--- src/rtl/kpd_pkg.sv ---
package kpd_pkg;

  // Matrix size; the input word carries four rows and the maps four columns.
  localparam int ROW_COUNT = 4;
  localparam int COL_COUNT = 4;
  localparam int PORT_ROWS = 4;
  localparam int MAP_COLS  = 4;
  localparam int ROWS_SCANNED = (ROW_COUNT < PORT_ROWS) ? ROW_COUNT : PORT_ROWS;
  localparam int COLS_SCANNED = (COL_COUNT < MAP_COLS) ? COL_COUNT : MAP_COLS;

  localparam int PORT_W   = 8;
  localparam int BITSEL_W = 3;
  localparam int MAP_W    = 12;
  localparam int DEB_W    = 16;
  localparam int TIME_W   = 32;
  localparam int IDX_W    = 2;
  localparam int CFG_IDX_W  = 2;
  localparam int CFG_DATA_W = 16;
  localparam int CODE_W   = $clog2(ROW_COUNT * COL_COUNT + 1);

  localparam logic [MAP_W-1:0] ROW_MAP_RST  = 12'd1672;
  localparam logic [MAP_W-1:0] COL_MAP_RST  = 12'd4012;
  localparam logic [DEB_W-1:0] DEBOUNCE_RST = 16'd50;
  localparam logic [CODE_W-1:0] NO_KEY      = '0;

  typedef enum logic [CFG_IDX_W-1:0] {
    REG_ROW_MAP  = 2'd0,
    REG_COL_MAP  = 2'd1,
    REG_DEBOUNCE = 2'd2
  } cfg_idx_t;

  typedef struct packed {
    logic [PORT_ROWS-1:0][PORT_W-1:0] port;
    logic [PORT_ROWS-1:0]             ok;
    logic [TIME_W-1:0]                now;
  } scan_word_t;

  typedef struct packed {
    logic             key_valid;
    logic [IDX_W-1:0] key_row;
    logic [IDX_W-1:0] key_col;
    logic             bus_fault;
  } key_word_t;

endpackage

--- src/rtl/kpd_if.sv ---
interface kpd_in_if;
  import kpd_pkg::*;

  logic              valid;
  logic              ready;
  logic [PORT_W-1:0] row0_port;
  logic [PORT_W-1:0] row1_port;
  logic [PORT_W-1:0] row2_port;
  logic [PORT_W-1:0] row3_port;
  logic              row0_ok;
  logic              row1_ok;
  logic              row2_ok;
  logic              row3_ok;
  logic [TIME_W-1:0] now_ms;

  modport source (
    output valid, row0_port, row1_port, row2_port, row3_port,
           row0_ok, row1_ok, row2_ok, row3_ok, now_ms,
    input  ready
  );
  modport sink (
    input  valid, row0_port, row1_port, row2_port, row3_port,
           row0_ok, row1_ok, row2_ok, row3_ok, now_ms,
    output ready
  );
endinterface

interface kpd_out_if;
  import kpd_pkg::*;

  logic             valid;
  logic             ready;
  logic             key_valid;
  logic [IDX_W-1:0] key_row;
  logic [IDX_W-1:0] key_col;
  logic             bus_fault;

  modport source (
    output valid, key_valid, key_row, key_col, bus_fault,
    input  ready
  );
  modport sink (
    input  valid, key_valid, key_row, key_col, bus_fault,
    output ready
  );
endinterface

--- src/rtl/keypad_scan_debounce.sv ---
// Channel   Dir  Handshake        Word
// in_ch     in   valid/ready      row0..3_port, row0..3_ok, now_ms (one scan pass)
// out_ch    out  valid/ready      key_valid, key_row, key_col, bus_fault
// cfg       in   cfg_we           cfg_index, cfg_data (write only)
//
// One scan word enters per cycle while the result is not stalled; it passes the
// input register, then the key search and debounce compare into the result register.
// The debounce state updates in the result stage, so each word sees the state
// its predecessor left. Reset (rst_n low, synchronous) restores the register
// defaults and clears the key state. A stalled result holds both stages; the
// input stage still takes a word while its slot is empty.
module keypad_scan_debounce (
  input  logic                             clk,
  input  logic                             rst_n,
  kpd_in_if.sink                           in_ch,
  kpd_out_if.source                        out_ch,
  input  logic                             cfg_we,
  input  logic [kpd_pkg::CFG_IDX_W-1:0]    cfg_index,
  input  logic [kpd_pkg::CFG_DATA_W-1:0]   cfg_data
);
  import kpd_pkg::*;

  // Configuration. The row map only shapes what is driven on the pins, which
  // happens outside this block, so it needs no storage here.
  logic [MAP_W-1:0] col_map_r;
  logic [DEB_W-1:0] debounce_r;

  always_ff @(posedge clk) begin
    if (!rst_n) begin
      col_map_r  <= COL_MAP_RST;
      debounce_r <= DEBOUNCE_RST;
    end else if (cfg_we) begin
      unique case (cfg_idx_t'(cfg_index))
        REG_ROW_MAP:  ;
        REG_COL_MAP:  col_map_r  <= cfg_data[MAP_W-1:0];
        REG_DEBOUNCE: debounce_r <= cfg_data[DEB_W-1:0];
        default:      ;
      endcase
    end
  end

  // Stage handshake: the result stage advances when its slot is free or the
  // sink takes the word; the input stage advances into it.
  logic       s1_valid_r;
  scan_word_t s1_word_r;
  logic       out_valid_r;
  key_word_t  out_word_r;
  logic       s2_take;
  logic       s1_take;

  assign s2_take     = !out_valid_r || out_ch.ready;
  assign in_ch.ready = !s1_valid_r || s2_take;
  assign s1_take     = in_ch.valid && in_ch.ready;

  always_ff @(posedge clk) begin
    if (!rst_n) begin
      s1_valid_r <= 1'b0;
    end else if (in_ch.ready) begin
      s1_valid_r <= in_ch.valid;
    end
  end

  // Capture the scan word; hold it while the result stage is stalled.
  always_ff @(posedge clk) begin
    if (s1_take) begin
      s1_word_r.port <= {in_ch.row3_port, in_ch.row2_port, in_ch.row1_port, in_ch.row0_port};
      s1_word_r.ok   <= {in_ch.row3_ok, in_ch.row2_ok, in_ch.row1_ok, in_ch.row0_ok};
      s1_word_r.now  <= in_ch.now_ms;
    end
  end

  // Priority search: first row in order, first column in order whose sensed
  // port bit is low. Only rows up to and including the hit row count toward
  // the transfer check.
  logic              found;
  logic              any_ok;
  logic [IDX_W-1:0]  hit_row;
  logic [IDX_W-1:0]  hit_col;
  logic [CODE_W-1:0] code;

  always_comb begin
    logic [BITSEL_W-1:0] bsel;
    found   = 1'b0;
    any_ok  = 1'b0;
    hit_row = '0;
    hit_col = '0;
    code    = NO_KEY;
    for (int r = 0; r < ROWS_SCANNED; r++) begin
      if (!found) begin
        any_ok = any_ok | s1_word_r.ok[r];
        for (int c = 0; c < COLS_SCANNED; c++) begin
          bsel = col_map_r[BITSEL_W*c +: BITSEL_W];
          if (!found && !s1_word_r.port[r][bsel]) begin
            found   = 1'b1;
            hit_row = IDX_W'(r);
            hit_col = IDX_W'(c);
            code    = CODE_W'(1 + r * COL_COUNT + c);
          end
        end
      end
    end
  end

  // Debounce state and result.
  logic [CODE_W-1:0] last_code_r, last_code_nxt;
  logic [TIME_W-1:0] change_time_r, change_time_nxt;
  logic              emitted_r, emitted_nxt;
  key_word_t         res_nxt;
  logic [TIME_W-1:0] age;

  assign age = s1_word_r.now - change_time_r;

  always_comb begin
    last_code_nxt   = last_code_r;
    change_time_nxt = change_time_r;
    emitted_nxt     = emitted_r;
    res_nxt         = '0;
    if (!any_ok) begin
      // No good transfer: flag it and hold the state.
      res_nxt.bus_fault = 1'b1;
    end else if (code != last_code_r) begin
      // Key changed: restart the timer.
      last_code_nxt   = code;
      change_time_nxt = s1_word_r.now;
      emitted_nxt     = 1'b0;
    end else if (code != NO_KEY && !emitted_r && age >= TIME_W'(debounce_r)) begin
      // Stable long enough: report once.
      emitted_nxt       = 1'b1;
      res_nxt.key_valid = 1'b1;
      res_nxt.key_row   = hit_row;
      res_nxt.key_col   = hit_col;
    end
  end

  always_ff @(posedge clk) begin
    if (!rst_n) begin
      out_valid_r   <= 1'b0;
      last_code_r   <= NO_KEY;
      change_time_r <= '0;
      emitted_r     <= 1'b0;
    end else if (s2_take) begin
      out_valid_r <= s1_valid_r;
      if (s1_valid_r) begin
        last_code_r   <= last_code_nxt;
        change_time_r <= change_time_nxt;
        emitted_r     <= emitted_nxt;
      end
    end
  end

  always_ff @(posedge clk) begin
    if (s2_take && s1_valid_r) begin
      out_word_r <= res_nxt;
    end
  end

  assign out_ch.valid     = out_valid_r;
  assign out_ch.key_valid = out_word_r.key_valid;
  assign out_ch.key_row   = out_word_r.key_row;
  assign out_ch.key_col   = out_word_r.key_col;
  assign out_ch.bus_fault = out_word_r.bus_fault;

endmodule

--- src/flat_wrapper.sv ---
// flat-port wrapper written by rule: the top's interface ports become plain ports
module keypad_scan_debounce_flat import kpd_pkg::*;
  (clk, rst_n, cfg_we, cfg_index, cfg_data, in_ch_valid, in_ch_row0_port, in_ch_row1_port, in_ch_row2_port, in_ch_row3_port, in_ch_row0_ok, in_ch_row1_ok, in_ch_row2_ok, in_ch_row3_ok, in_ch_now_ms, in_ch_ready, out_ch_valid, out_ch_key_valid, out_ch_key_row, out_ch_key_col, out_ch_bus_fault, out_ch_ready);
  kpd_in_if in_ch_i ();
  kpd_out_if out_ch_i ();
  input  logic clk;
  input  logic rst_n;
  input  logic cfg_we;
  input  logic [kpd_pkg::CFG_IDX_W-1:0] cfg_index;
  input  logic [kpd_pkg::CFG_DATA_W-1:0] cfg_data;
  input wire logic [$bits(in_ch_i.valid)-1:0] in_ch_valid;
  input wire logic [$bits(in_ch_i.row0_port)-1:0] in_ch_row0_port;
  input wire logic [$bits(in_ch_i.row1_port)-1:0] in_ch_row1_port;
  input wire logic [$bits(in_ch_i.row2_port)-1:0] in_ch_row2_port;
  input wire logic [$bits(in_ch_i.row3_port)-1:0] in_ch_row3_port;
  input wire logic [$bits(in_ch_i.row0_ok)-1:0] in_ch_row0_ok;
  input wire logic [$bits(in_ch_i.row1_ok)-1:0] in_ch_row1_ok;
  input wire logic [$bits(in_ch_i.row2_ok)-1:0] in_ch_row2_ok;
  input wire logic [$bits(in_ch_i.row3_ok)-1:0] in_ch_row3_ok;
  input wire logic [$bits(in_ch_i.now_ms)-1:0] in_ch_now_ms;
  output wire logic [$bits(in_ch_i.ready)-1:0] in_ch_ready;
  output wire logic [$bits(out_ch_i.valid)-1:0] out_ch_valid;
  output wire logic [$bits(out_ch_i.key_valid)-1:0] out_ch_key_valid;
  output wire logic [$bits(out_ch_i.key_row)-1:0] out_ch_key_row;
  output wire logic [$bits(out_ch_i.key_col)-1:0] out_ch_key_col;
  output wire logic [$bits(out_ch_i.bus_fault)-1:0] out_ch_bus_fault;
  input wire logic [$bits(out_ch_i.ready)-1:0] out_ch_ready;
  assign in_ch_i.valid = in_ch_valid;
  assign in_ch_i.row0_port = in_ch_row0_port;
  assign in_ch_i.row1_port = in_ch_row1_port;
  assign in_ch_i.row2_port = in_ch_row2_port;
  assign in_ch_i.row3_port = in_ch_row3_port;
  assign in_ch_i.row0_ok = in_ch_row0_ok;
  assign in_ch_i.row1_ok = in_ch_row1_ok;
  assign in_ch_i.row2_ok = in_ch_row2_ok;
  assign in_ch_i.row3_ok = in_ch_row3_ok;
  assign in_ch_i.now_ms = in_ch_now_ms;
  assign in_ch_ready = in_ch_i.ready;
  assign out_ch_valid = out_ch_i.valid;
  assign out_ch_key_valid = out_ch_i.key_valid;
  assign out_ch_key_row = out_ch_i.key_row;
  assign out_ch_key_col = out_ch_i.key_col;
  assign out_ch_bus_fault = out_ch_i.bus_fault;
  assign out_ch_i.ready = out_ch_ready;
  keypad_scan_debounce u_core (.clk(clk), .rst_n(rst_n), .in_ch(in_ch_i), .out_ch(out_ch_i), .cfg_we(cfg_we), .cfg_index(cfg_index), .cfg_data(cfg_data));
endmodule
--- config.mk ---
export PLATFORM = sky130hd
export DESIGN_NAME = keypad_scan_debounce_flat
export DESIGN_NICKNAME = d
export VERILOG_FILES = /design/src/rtl/kpd_pkg.sv /design/src/rtl/kpd_if.sv /design/src/rtl/keypad_scan_debounce.sv /design/src/flat_wrapper.sv
export SDC_FILE = /design/constraint.sdc
export NUM_CORES = 1
export LEC_CHECK = 0
export BUFFER_PORTS_ARGS = -buffer_cell sky130_fd_sc_hd__buf_4
export CORE_ASPECT_RATIO = 1.25
export CORE_MARGIN = 4
export CORE_UTILIZATION = 61
export DETAILED_ROUTE_END_ITERATION = 16
export GPL_ROUTABILITY_DRIVEN = 1
export GPL_TIMING_DRIVEN = 0
export PLACE_DENSITY_LB_ADDON = 0.05
export SYNTH_ARGS = -nofsm -noshare
export SYNTH_HDL_FRONTEND = slang
export SYNTH_SLANG_ARGS = --single-unit
--- constraint.sdc ---
create_clock -name clk -period 9 [get_ports clk]
set_input_delay 1.8 -clock clk [delete_from_list [all_inputs] [get_ports clk]]
set_output_delay 1.8 -clock clk [all_outputs]
set_load 0.02 [all_outputs]
==> summary by stage, run 1 <==
Cells and area
The cell area after layout is 10340 um^2. The area growth from synthesis to layout is 17.70%. The total inserted antenna cells is 0.

The layout net count is 1145. The ratio of cells with drive above 1 in the final layout is 20.71%. Counting the fill cells in the layout gives 1053.

STA
In this run the tightest slew margin relative to its limit is 39.09%. The time the final worst path needs with I/O delays and setup is 6.381 ns. For the pin with the worst max-slew slack, the measured transition is 0.9053 ns.

The count of final setup violators is 0. The clock arrives with 0.008588 ns of skew. Setup repair after global routing left no endpoint under its margin. Derived from the worst setup path, the maximum achievable clock frequency is 156.7 MHz. The number of hold-slack violations in the final timing report is 0. The aggregate negative setup slack is 0 ns. The final worst-path cycle share is 70.90%.

The number of slew-limit violations in the final report is 0.

Synth
The net count after synthesis is 1029. The post-synthesis cell type with the largest combined area is edfxtp_1. Summed over its instances, the top area cell type makes up 25.29% of the synthesized netlist area. The post-synthesis instance area is 8786 um^2. The primary flip-flop cell chosen by synthesis mapping is edfxtp_1. Synthesis produced a netlist whose cell count is 890. The number of enable flip-flop cells after synthesis is 74.

After synthesis, the cell types taking the most area are edfxtp_1 (25%), dfxtp_1 (15%), mux4_2 (8.2%), ha_1 (6.7%), nand2_1 (4.9%). After synthesis the netlist holds a flip-flop and latch count of 142. The count of distinct cell types in the synthesized netlist is 75. For this run, asynchronously set or reset flops after synthesis account for 0%. A synthesized cell averages 9.872 um^2. The share of the Yosys chip area taken by registers is 40.79%. The number of warnings issued by yosys is 0. nand2_1 is the most common cell in the netlist. Ranked by instance count, the synthesized netlist is headed by nand2_1 (114), edfxtp_1 (74), dfxtp_1 (68), inv_1 (57), nand3_1 (53).

Power and ir drop
The total leakage power is 3.884 nW. The cell area power density is 175.8 nW/um^2. The highest ir drop seen on vdd is 0.1233 mV. Overall power consumption after layout is estimated at 1.818 mW.

Setup path
Of all nets on the critical path, the largest fanout is 5. Traced cell by cell, the critical path runs through ha_1 -> o211ai_1 -> a21oi_1 -> o21a_1 -> o21ai_0 -> a21oi_1 -> or2_2 -> a21o_1 -> a21oi_1 -> xnor2_1 -> ha_1 -> a211o_1 -> o211ai_1 -> o2111ai_1 -> a2111oi_0 -> o311ai_0 -> a2111oi_0 -> nand4_1 -> nor4_1 -> nor3_1. The critical path is of the register to register type. The kind of end point of the critical path is a register. The launching element type of the critical path is a register. The data arrival time at the worst-slack endpoint is 6.52 ns. The slowest cell on the critical path is nor4_1. In this run the critical register-to-register path is captured at u_core.out_ch.key_row[0]$_SDFFCE_PP0P_. At the worst endpoint, the required time is 9.14 ns. Measured in cells, the most critical reg-to-reg path has a length of 20. In this design, the critical path's most frequently occurring cell is a21oi_1. The setup slack of the most critical reg-to-reg path is 2.62 ns. The largest single stage delay on the critical path is 0.80 ns. In this run the critical register-to-register path is launched from u_core.s1_word_r[2]$_DFFE_PP_.

The startpoint of the most critical setup path is u_core.s1_word_r[2]$_DFFE_PP_. The critical path ends at u_core.out_ch.key_row[0]$_SDFFCE_PP0P_.

Clock tree
The clock-pin transition on the worst setup and hold timing paths is 0.06 ns. In this run, post-CTS hold repair placed 0 buffers. The CTS H-tree depth is 4. In this run the post-CTS setup repair buffer count came out at 0. Clock tree synthesis inserted a total of 17 buffers. The quantity of gates resized following cts is 0. The cell sitting at the root of the clock tree is a clkbuf_16. The clock tree from TritonCTS is built. The number of sinks handled by clock tree synthesis is 142. The deepest clock path buffer count is 2. The clock reaches the later pin of the worst-skew pair after 0.43 ns.

Global route
The number of antenna violations at the first check in global routing is 0. The via count of the first global-routing pass is 7315. Entering global routing, the biggest net connects 69 pins. Global routing consumed, over all layers together, 27.10% of the routing resources. For this run the aggregate overflow at the end of global routing stands at 0. The wire length of the first global-routing pass is 35090 um.

Flow run
Max-cap violations in this run came to 0.

Min path
The start point of the worst min-delay path is u_core.change_time_r[15]$_SDFFE_PN0P_. The path class of the tightest hold or removal check is register to register.

Floorplanning
The starting utilization of the core area is 62.79%. During I/O placement, the number of pins put on the boundary was 99. The placeable core region is 13990 um^2. From bottom edge to top edge, the die measures 142.2 um. The number of placement rows is 48. The area of the die is 16400 um^2.

The die width is 115.3 um.

Routing
In the routed design, unresolved DRC markers number 0. The number of routed nets with antenna violations is 0. The wire length per cell is 17.83 um. The routed design has 21290 um of wire. The first-pass iteration count of the detailed router is 5.

The average vias per placed instance is 6.070. Across all layers, the routed design uses 7247 vias. The DRC violation total after the first TritonRoute iteration is 380.

Placement
The standard cell area after detailed placement is 9736 um^2. Summed over all nets, the half-perimeter wirelength after detailed placement is 15980 um. The quantity of I/O buffers inserted on ports is 97. At the end of routability-driven placement, the weighted congestion stood at 0.9283.

Status
The run finished with clean final reports.
cell type report:
| class | count | area, um^2 | area share, % |
|---|---|---|---|
| inverter | 57 | 214.0 | 2.069 |
| sequential | 142 | 3583 | 34.65 |
| clock inverter | 12 | 158.9 | 1.537 |
| tap | 175 | 219.0 | 2.117 |
| clock buffer | 20 | 446.7 | 4.319 |
| buffer | 44 | 224.0 | 2.166 |
| timing repair buffer | 97 | 728.2 | 7.042 |
| multi-input combinational | 647 | 4767 | 46.10 |
routing by layer:
| layer | up-vias | global-route usage, % | wire (um) |
|---|---|---|---|
| li1 | 3550 | - | - |
| met1 | 3443 | 31.28 | 8412 |
| met2 | 195 | 47.80 | 11210 |
| met3 | 59 | 5.827 | 871 |
| met4 | 0 | 12.24 | 792 |
| met5 | - | 0 | 0 |
worst max-delay path: cells and delay by family, from the launching register on:
family | cells | cell delay, ns
AO/OA/AOI/OAI | 13 | 3.43
AND/OR/NAND/NOR | 4 | 1.49
XOR/XNOR | 1 | 0.15
adder cells (fa/ha/maj) | 2 | 0.62
flip-flops | 1 | 0.40
how the worst min path moves through the flow:
stage                                                       end  slack [ns]  cells past startpoint
after floorplan              u_core.debounce_r[10]$_SDFFE_PN0P_        0.44                      2
after global placement       u_core.debounce_r[10]$_SDFFE_PN0P_        0.44                      2
after detailed placement  u_core.change_time_r[23]$_SDFFE_PN0P_        0.45                      2
after CTS                  u_core.change_time_r[7]$_SDFFE_PN0P_        0.46                      2
after global routing      u_core.change_time_r[11]$_SDFFE_PN0P_        0.47                      2
final                     u_core.change_time_r[15]$_SDFFE_PN0P_        0.46                      2
per-stage QoR:
stage,std cells,util (%),hold WS [ns],setup WS (ns)
6_report,1194,73.90,0.4552,2.619
4_1_cts,1194,73.90,0.4575,2.760
2_1_floorplan,890,-,0.4363,4.398
3_3_place_gp,1162,69.55,0.4424,2.828
3_5_place_dp,1162,69.57,0.4499,2.789
5_1_grt,1194,73.90,0.4709,2.194
power breakdown:
part / leakage [nW] / total [mW] / internal [mW] / switching (mW)
sequential: 1.27 / 0.735 / 0.716 / 0.0189
clock: 0.291 / 0.729 / 0.445 / 0.283
combinational: 2.32 / 0.355 / 0.157 / 0.198
total: 3.88 / 1.82 / 1.32 / 0.500
cells in the final DEF, fill, tap and decap left out, types with 7 or more instances in the layout:
cell / synthesis / layout
a211oi_1: 8 / 8
a21boi_0: 17 / 17
a21o_1: 14 / 14
a21oi_1: 44 / 44
buf_4: 3 / 100
clkbuf_1: 24 / 26
clkbuf_16: 0 / 17
dfxtp_1: 68 / 68
edfxtp_1: 74 / 74
ha_1: 47 / 47
inv_1: 57 / 57
mux2_2: 13 / 13
mux2i_1: 12 / 12
mux4_2: 32 / 32
nand2_1: 114 / 114
nand2b_1: 9 / 9
nand3_1: 53 / 53
nand4_1: 10 / 10
nor2_1: 37 / 37
nor2b_1: 9 / 9
nor3_1: 18 / 18
o211ai_1: 12 / 12
o21a_1: 7 / 7
o21ai_0: 31 / 31
o21ai_1: 29 / 29
or3_1: 7 / 7
xnor2_1: 11 / 11
xor2_1: 10 / 10
sequential cells by signal (all words and copies together), names as in the netlist:
signal / flops
u_core.out_ch.key_row: 2
u_core.out_ch.key_valid: 1
u_core.s1_valid_r: 1
u_core.out_ch.bus_fault: 1
u_core.s1_word_r: 68
u_core.out_ch.key_col: 2
u_core.change_time_r: 32
u_core.col_map_r: 12
u_core.debounce_r: 16
u_core.out_ch.valid: 1
u_core.last_code_r: 5
u_core.emitted_r: 1
kinds of logic (layout without fill, tap and decap cells):
family	Yosys count	in the layout	share of synthesized area, %
AND/OR/NAND/NOR	296	296	16.52
AO/OA/AOI/OAI	221	221	16.83
flip-flops	142	142	40.79
buffers and inverters	101	230	4.984
multiplexers	61	61	11.86
adder cells (fa/ha/maj)	48	48	6.921
XOR/XNOR	21	21	2.093
(Power assumes the default switching activity.)
==> run 2: changes to the inputs <==
CORE_UTILIZATION = 54   (was 61)
clock period = 5.4 ns   (was 9 ns; I/O delays follow)
==> run 2 against run 1 <==
Worst setup slack got worse by 2.2 ns. Core utilization fell by 7.4 points. Critical path depth rose by 2. Global-route usage fell by 3.5 points. Clock power rose by 62%. Critical endpoint unchanged. Highest routed layer unchanged.
==> summary by stage, run 2 (synthesized netlist as in run 1, its figures left out) <==
Status
The run finished with clean final reports.

Floorplanning
Row generation in the floorplan step produced 51 rows. The placeable core region is 15760 um^2. The die width is 122.1 um.

Once the floorplan was initialized, standard cells occupied 55.74% of the core. The die covers 18390 um^2. The floorplan step set the die height to 150.6 um.

The count of boundary I/O pins is 99.

Cells and area
Cells with a size suffix above 1 make up 21.82% of the layout. The number of flip-flops under the largest register name is 68. Leaving out fill and tap cells, the most frequent cells in the layout are nand2_1 (114), buf_4 (103), edfxtp_1 (74). The repair_antennas step left the layout with diodes totalling 0. In the final layout, the registers with the most flip-flops are u_core.s1_word_r (68), u_core.change_time_r (32), u_core.debounce_r (16). Excluding fillers, the count of instances in the completed layout stands at 1234. u_core.s1_word_r holds more flip-flops than any other register. The most frequent standard cell in the layout excluding fill and tap cells is nand2_1. Compared with the post-synthesis result, the final layout area differs by 19.28%.

The number of filler instances in the final layout is 1287. The layout net count is 1148.

Routing
The DRC violation total after the first TritonRoute iteration is 430. The first-pass iteration count of the detailed router is 5. For this block, the routed nets add up to 21050 um of wire. The average vias per placed instance is 5.787. The vias after detailed routing is 7141.

After detailed routing, the average wire length per cell comes to 17.06 um. In the routed design, unresolved DRC markers number 0. The count of nets left with antenna violations once routing finished came out at 0.

Clock tree
TritonCTS built the clock tree. In this run the number of H-tree levels came out at 4. The later pin in the worst-skew pair is clocked with a latency of 0.44 ns. The clock-pin transition on the worst setup and hold timing paths is 0.06 ns. The number of sinks handled by clock tree synthesis is 142.

Buffers inserted during clock tree synthesis total 17. The master cell of the clock root buffer is clkbuf_16. The longest clock path from root to sink contains 2 buffers.

STA
In the final timing run, aggregate negative setup slack is 0 ns. The largest clock skew in the final design is 0.01122 ns. In this run the tightest slew margin relative to its limit is 41.10%.

The maximum operating frequency is 199.8 MHz. The worst path in the final design needs a cycle of 5.006 ns, including I/O delays and setup. Setup repair after global routing left no endpoint under its margin.

The worst path setup slack after routing is 0.3940 ns. The number of slew-limit violations in the final report is 0. The final critical path takes up 92.70% of the cycle.

The count of final setup violators is 0. The number of hold-slack violations in the final timing report is 0. For the pin with the worst max-slew slack, the measured transition is 0.8835 ns.

Setup path
The delay of the slowest cell on the worst path is 0.43 ns. The slowest cell on the critical path is edfxtp_1. The signal on the critical path passes through ha_2 -> o211ai_1 -> a21oi_1 -> o21a_1 -> o21ai_2 -> a21oi_1 -> or2_2 -> a21o_1 -> a21oi_1 -> xnor2_1 -> ha_1 -> a211o_1 -> o211ai_1 -> o2111ai_2 -> a2111oi_4 -> o311ai_2 -> a2111oi_2 -> nand4_1 -> buf_4 -> nor4_4 -> buf_4 -> nor3_1.

Along the worst path, the maximum fanout reaches 5. For the worst setup path, the data arrival time is 5.18 ns. The worst setup path is launched from a register. The kind of end point of the critical path is a register. The worst endpoint required time is 5.57 ns. The critical path start-end classification is register to register. The cell repeated most along the worst path is a21oi_1.

Global route
For this run the aggregate overflow at the end of global routing stands at 0. Entering global routing, the biggest net connects 69 pins. The number of antenna violations at the first check in global routing is 0.

Global routing used 23.61% of the available tracks. The wire length of the first global-routing pass is 34180 um. The via count of the first global-routing pass came to 7138.

Power and ir drop
Summed over all cells, the static leakage comes to 3.899 nW. The cell area power density is 287.3 nW/um^2. The highest ir drop seen on vdd is 0.2013 mV.

Placement
The post-placement setup slack is -0.6486 ns. The detailed-placement wirelength estimate is 16030 um. The quantity of I/O buffers inserted on ports is 97.

Including well taps, the total number of placed cells is 1199. The congestion estimate from routability-driven global placement came to 0.9011.

Min path
The worst hold path belongs to the class register to register.

Flow run
The total of max-cap violations is 0.
run 2: timing repair:
action / 4_1_cts / 5_1_grt
setup endpoints to repair: 6 / 6
pin swaps: 6 / 5
hold buffers: 0 / 0
setup buffers: 3 / 0
resized for setup: 10 / 6
run 2: per-layer routing:
| metal | share of wire [%] | up-vias | track usage (%) |
|---|---|---|---|
| li1 | - | 3549 | - |
| met1 | 40 | 3373 | 26.98 |
| met2 | 54 | 178 | 43.81 |
| met3 | 3.6 | 41 | 3.608 |
| met4 | 2.4 | 0 | 9.468 |
| met5 | 0 | - | 0 |
run 2: path summary, 6_finish.rpt:
check                           slack (ns)                                     end                                  start  depth (start not counted)
worst max register to register        0.39  u_core.out_ch.key_row[0]$_SDFFCE_PP0P_          u_core.s1_word_r[4]$_DFFE_PP_                         22
worst max-delay path                  0.39  u_core.out_ch.key_row[0]$_SDFFCE_PP0P_          u_core.s1_word_r[4]$_DFFE_PP_                         22
worst min register to register        0.45   u_core.change_time_r[27]$_SDFFE_PN0P_  u_core.change_time_r[27]$_SDFFE_PN0P_                          2
worst min-delay path                  0.45   u_core.change_time_r[27]$_SDFFE_PN0P_  u_core.change_time_r[27]$_SDFFE_PN0P_                          2
run 2: final cells by class:
cell class                      count  area, um^2  share of cell area [%]
Inverter                           57       214.0                   2.042
Clock inverter                     11       132.6                   1.266
Sequential cell                   142        3583                   34.19
Clock buffer                       21       461.7                   4.405
Timing Repair Buffer              100       750.7                   7.163
Multi-Input combinational cell    647        4848                   46.26
Buffer                             44       224.0                   2.137
Tap cell                          212       265.3                   2.531
run 2: per-stage QoR:
stage	util, %	cell area (um^2)	total power [mW]	hold WS (ns)
5_1_grt	66.49	10480	3.141	0.4691
2_1_floorplan	-	8786	1.652	0.4363
3_3_place_gp	62.05	9779	1.821	0.4438
4_1_cts	66.28	10450	3.021	0.4577
3_5_place_dp	62.06	9782	1.826	0.4497
6_report	66.49	10480	3.011	0.4532
run 2: where the power goes:
part / switching, mW / internal [mW] / total, mW
Combinational: 0.336 / 0.267 / 0.603
Clock: 0.471 / 0.713 / 1.18
Sequential: 0.0313 / 1.19 / 1.22
Total: 0.839 / 2.17 / 3.01
run 2: critical path, delay by kind of cell (launching register included):
family	cells	cell delay (ns)
AOI/OAI and AO/OA	13	2.45
and+or+nand+nor	4	0.75
adders and majority gates	2	0.60
DFF	1	0.43
buffers and inverters	2	0.37
xor gates and xnor gates	1	0.15
==> run 3: changes to the inputs <==
CORE_UTILIZATION = 55   (was 54)
CTS_BUF_LIST = sky130_fd_sc_hd__clkbuf_4 sky130_fd_sc_hd__clkbuf_8   (was unset)
HOLD_SLACK_MARGIN = 0.15   (was unset)
==> run 3 against run 2 <==
Hold slack improved by 0.0065 ns. Worst setup slack got worse by 0.18 ns. Critical path depth fell by 1. Clock skew rose by 0.0013 ns. Largest cell class unchanged. Combinational power about the same.
==> summary by stage, run 3 (synthesized netlist as in run 1, its figures left out) <==
Min path
For hold timing, the worst endpoint is u_core.change_time_r[27]$_SDFFE_PN0P_. In this run the most critical hold path is launched from u_core.change_time_r[27]$_SDFFE_PN0P_. The type of the worst min-delay path is register to register.

The worst hold path stage count is 2.

Status
The run finished with clean final reports.

Global route
The total overflow reported by the global router is 0. Entering global routing, the biggest net connects 69 pins. The global-route total usage across every layer is 23.54%. The number of antenna violations at the first check in global routing is 0. The via count of the first global-routing pass is 6963.

The wire length of the first global-routing pass is 33660 um.

Floorplanning
The number of placement rows is 51. In this run the horizontal extent of the chip is 121.0 um. The placeable core region is 15630 um^2.

The starting utilization of the core area is 56.20%. The area of the die is 18070 um^2. The count of boundary I/O pins is 99. The die is 149.3 um tall.

Cells and area
The filler cells instantiated in the layout total 1316. Leaving out fill and tap cells, the most frequent cell in the layout is nand2_1. The layout net count is 1148.

Compared with the post-synthesis result, the final layout area differs by 16.95%. The largest registers in the layout are u_core.s1_word_r (68), u_core.change_time_r (32), u_core.debounce_r (16). The non-filler instance count after layout is 1234. The post-layout utilization of the core is 65.72%. The total inserted antenna cells is 0. The top cell types in the final layout, fill and taps aside, are nand2_1 (114), buf_4 (103), edfxtp_1 (74). The register with the most flip-flops in the layout has 68 of them. The largest register by flop count is u_core.s1_word_r. The ratio of cells with drive above 1 in the final layout is 21.82%.

Setup path
The critical path start-end classification is register to register. The capturing point of the worst reg2reg path is u_core.emitted_r$_SDFFE_PN0P_. The top fanout value on the critical path is 4.

Setup slack on the worst reg-to-reg path comes out at 0.21 ns. The kind of end point of the critical path is a register. STA puts the critical path data required time at 5.74 ns. The launching element type of the critical path is a register. Measured in cells, the most critical reg-to-reg path has a length of 21. Data arrives at the worst endpoint at 5.52 ns.

The startpoint of the lowest-slack register-to-register path is u_core.s1_word_r[2]$_DFFE_PP_.

STA
The final hold slack is 0.4596 ns. The number of hold-slack violations in the final timing report is 0. The time the final worst path needs with I/O delays and setup is 5.186 ns.

The maximum operating frequency is 192.8 MHz. The largest clock skew in the final design is 0.01254 ns. The count of final setup violators is 0. The number of slew-limit violations in the final report is 0. The remaining max-slew budget at the tightest pin is 41.49%. For the pin with the worst max-slew slack, the measured transition is 0.8776 ns. Of the available clock period, the critical path in the final layout requires 96.03%.

Placement
The total instance count after detailed placement is 1199. The detailed-placement wirelength estimate is 15970 um. The quantity of I/O buffers inserted on ports is 97. At the end of routability-driven placement, the weighted congestion stood at 0.9307.

Routing
After detailed routing, the number of vias per cell comes to 5.722. Dividing the detail-routed wire length by the instance count gives 16.77 um. For this run, the detailed router's first-pass iteration total came to 5. The DRC violation total after the first TritonRoute iteration is 468. The DRC violation count after routing is 0. Across all layers, the routed design uses 7061 vias. After detailed routing, the total wire length is 20690 um. The number of routed nets with antenna violations is 0.

Clock tree
At the later pin of the worst-skew pair, clock insertion delay measures 0.47 ns. The master cell of the clock root buffer is clkbuf_8. TritonCTS built the clock tree.

Clock-pin slew was measured on the worst setup and hold paths at 0.09 ns. In this run, post-CTS hold repair placed 0 buffers. The CTS H-tree depth is 4. The clock buffer count from CTS is 17. Counting every sink on the clock net gives 142.

The longest clock path from root to sink contains 2 buffers.

Power and ir drop
The total leakage power is 3.816 nW. Dividing total power by cell area gives a power density of 263.2 nW/um^2. The total chip power is 2.704 mW. The highest ir drop seen on vdd is 0.1734 mV.

Flow run
Across the run, the number of max-cap violations was 0.
-- run 3: power by group --
group | internal, mW | switching (mW)
clock network | 0.426 | 0.456
registers | 1.19 | 0.0305
logic | 0.265 | 0.335
total | 1.88 | 0.822
-- run 3: worst max-delay path by stage --
stage | startpoint | endpoint | depth (start not counted)
after global placement | u_core.s1_word_r[2]$_DFFE_PP_ | u_core.out_ch.key_row[1]$_SDFFCE_PP0P_ | 20
after CTS | u_core.s1_word_r[2]$_DFFE_PP_ | u_core.out_ch.key_row[1]$_SDFFCE_PP0P_ | 21
after detailed placement | u_core.s1_word_r[2]$_DFFE_PP_ | u_core.out_ch.key_row[1]$_SDFFCE_PP0P_ | 20
after floorplan | u_core.s1_word_r[2]$_DFFE_PP_ | u_core.out_ch.key_col[0]$_SDFFCE_PP0P_ | 20
final | u_core.s1_word_r[2]$_DFFE_PP_ | u_core.emitted_r$_SDFFE_PN0P_ | 21
after global routing | u_core.s1_word_r[2]$_DFFE_PP_ | u_core.emitted_r$_SDFFE_PN0P_ | 21
-- run 3: worst max-delay path, cell delays in order, from the launching register on --
cell and delay (ns):
edfxtp_1 0.41, ha_1 0.35, o211ai_1 0.19, a21oi_1 0.11, o21a_1 0.22, o21ai_1 0.17
a21oi_1 0.09, or2_2 0.29, a21o_1 0.18, a21oi_1 0.16, xnor2_1 0.15, ha_1 0.26
a211o_1 0.26, o211ai_1 0.21, o2111ai_2 0.25, a2111oi_4 0.37, o311ai_2 0.18, a2111oi_2 0.26
nand4_1 0.24, buf_4 0.21, nor4_2 0.39, nor4_2 0.10
-- run 3: area by class of cell --
class	instances	area (um^2)	share of cell area (%)
repair buffers	100	750.7	7.306
clock inverters	15	173.9	1.693
clock buffers	17	234.0	2.277
flip-flops and latches	142	3583	34.88
multi-input cells	647	4830	47.00
plain buffers	44	224.0	2.180
well taps	212	265.3	2.582
inverters	57	214.0	2.082
-- run 3: layer usage --
| layer | wire [um] | GRT usage, % |
|---|---|---|
| met1 | 8257 | 26.64 |
| met2 | 11070 | 43.53 |
| met3 | 756 | 4.135 |
| met4 | 609 | 9.410 |
| met5 | 0 | 0 |
-- run 3: through the flow --
step | cell area, um^2 | setup TNS [ns] | setup WS [ns]
detailed placement | 9782 | -3.993 | -0.7828
CTS | 10250 | 0 | 0.01150
global route | 10270 | -0.02697 | -0.02697
global placement | 9779 | -3.722 | -0.7472
finish | 10270 | 0 | 0.2142
floorplan | 8786 | 0 | 0.7976
-- run 3: repair_timing --
| action | 4_1_cts | 5_1_grt |
|---|---|---|
| endpoints found under the setup margin | 6 | 6 |
| gates cloned | 0 | 0 |
| setup buffers | 2 | 1 |
| pin swaps | 6 | 4 |
| resized for setup | 9 | 4 |
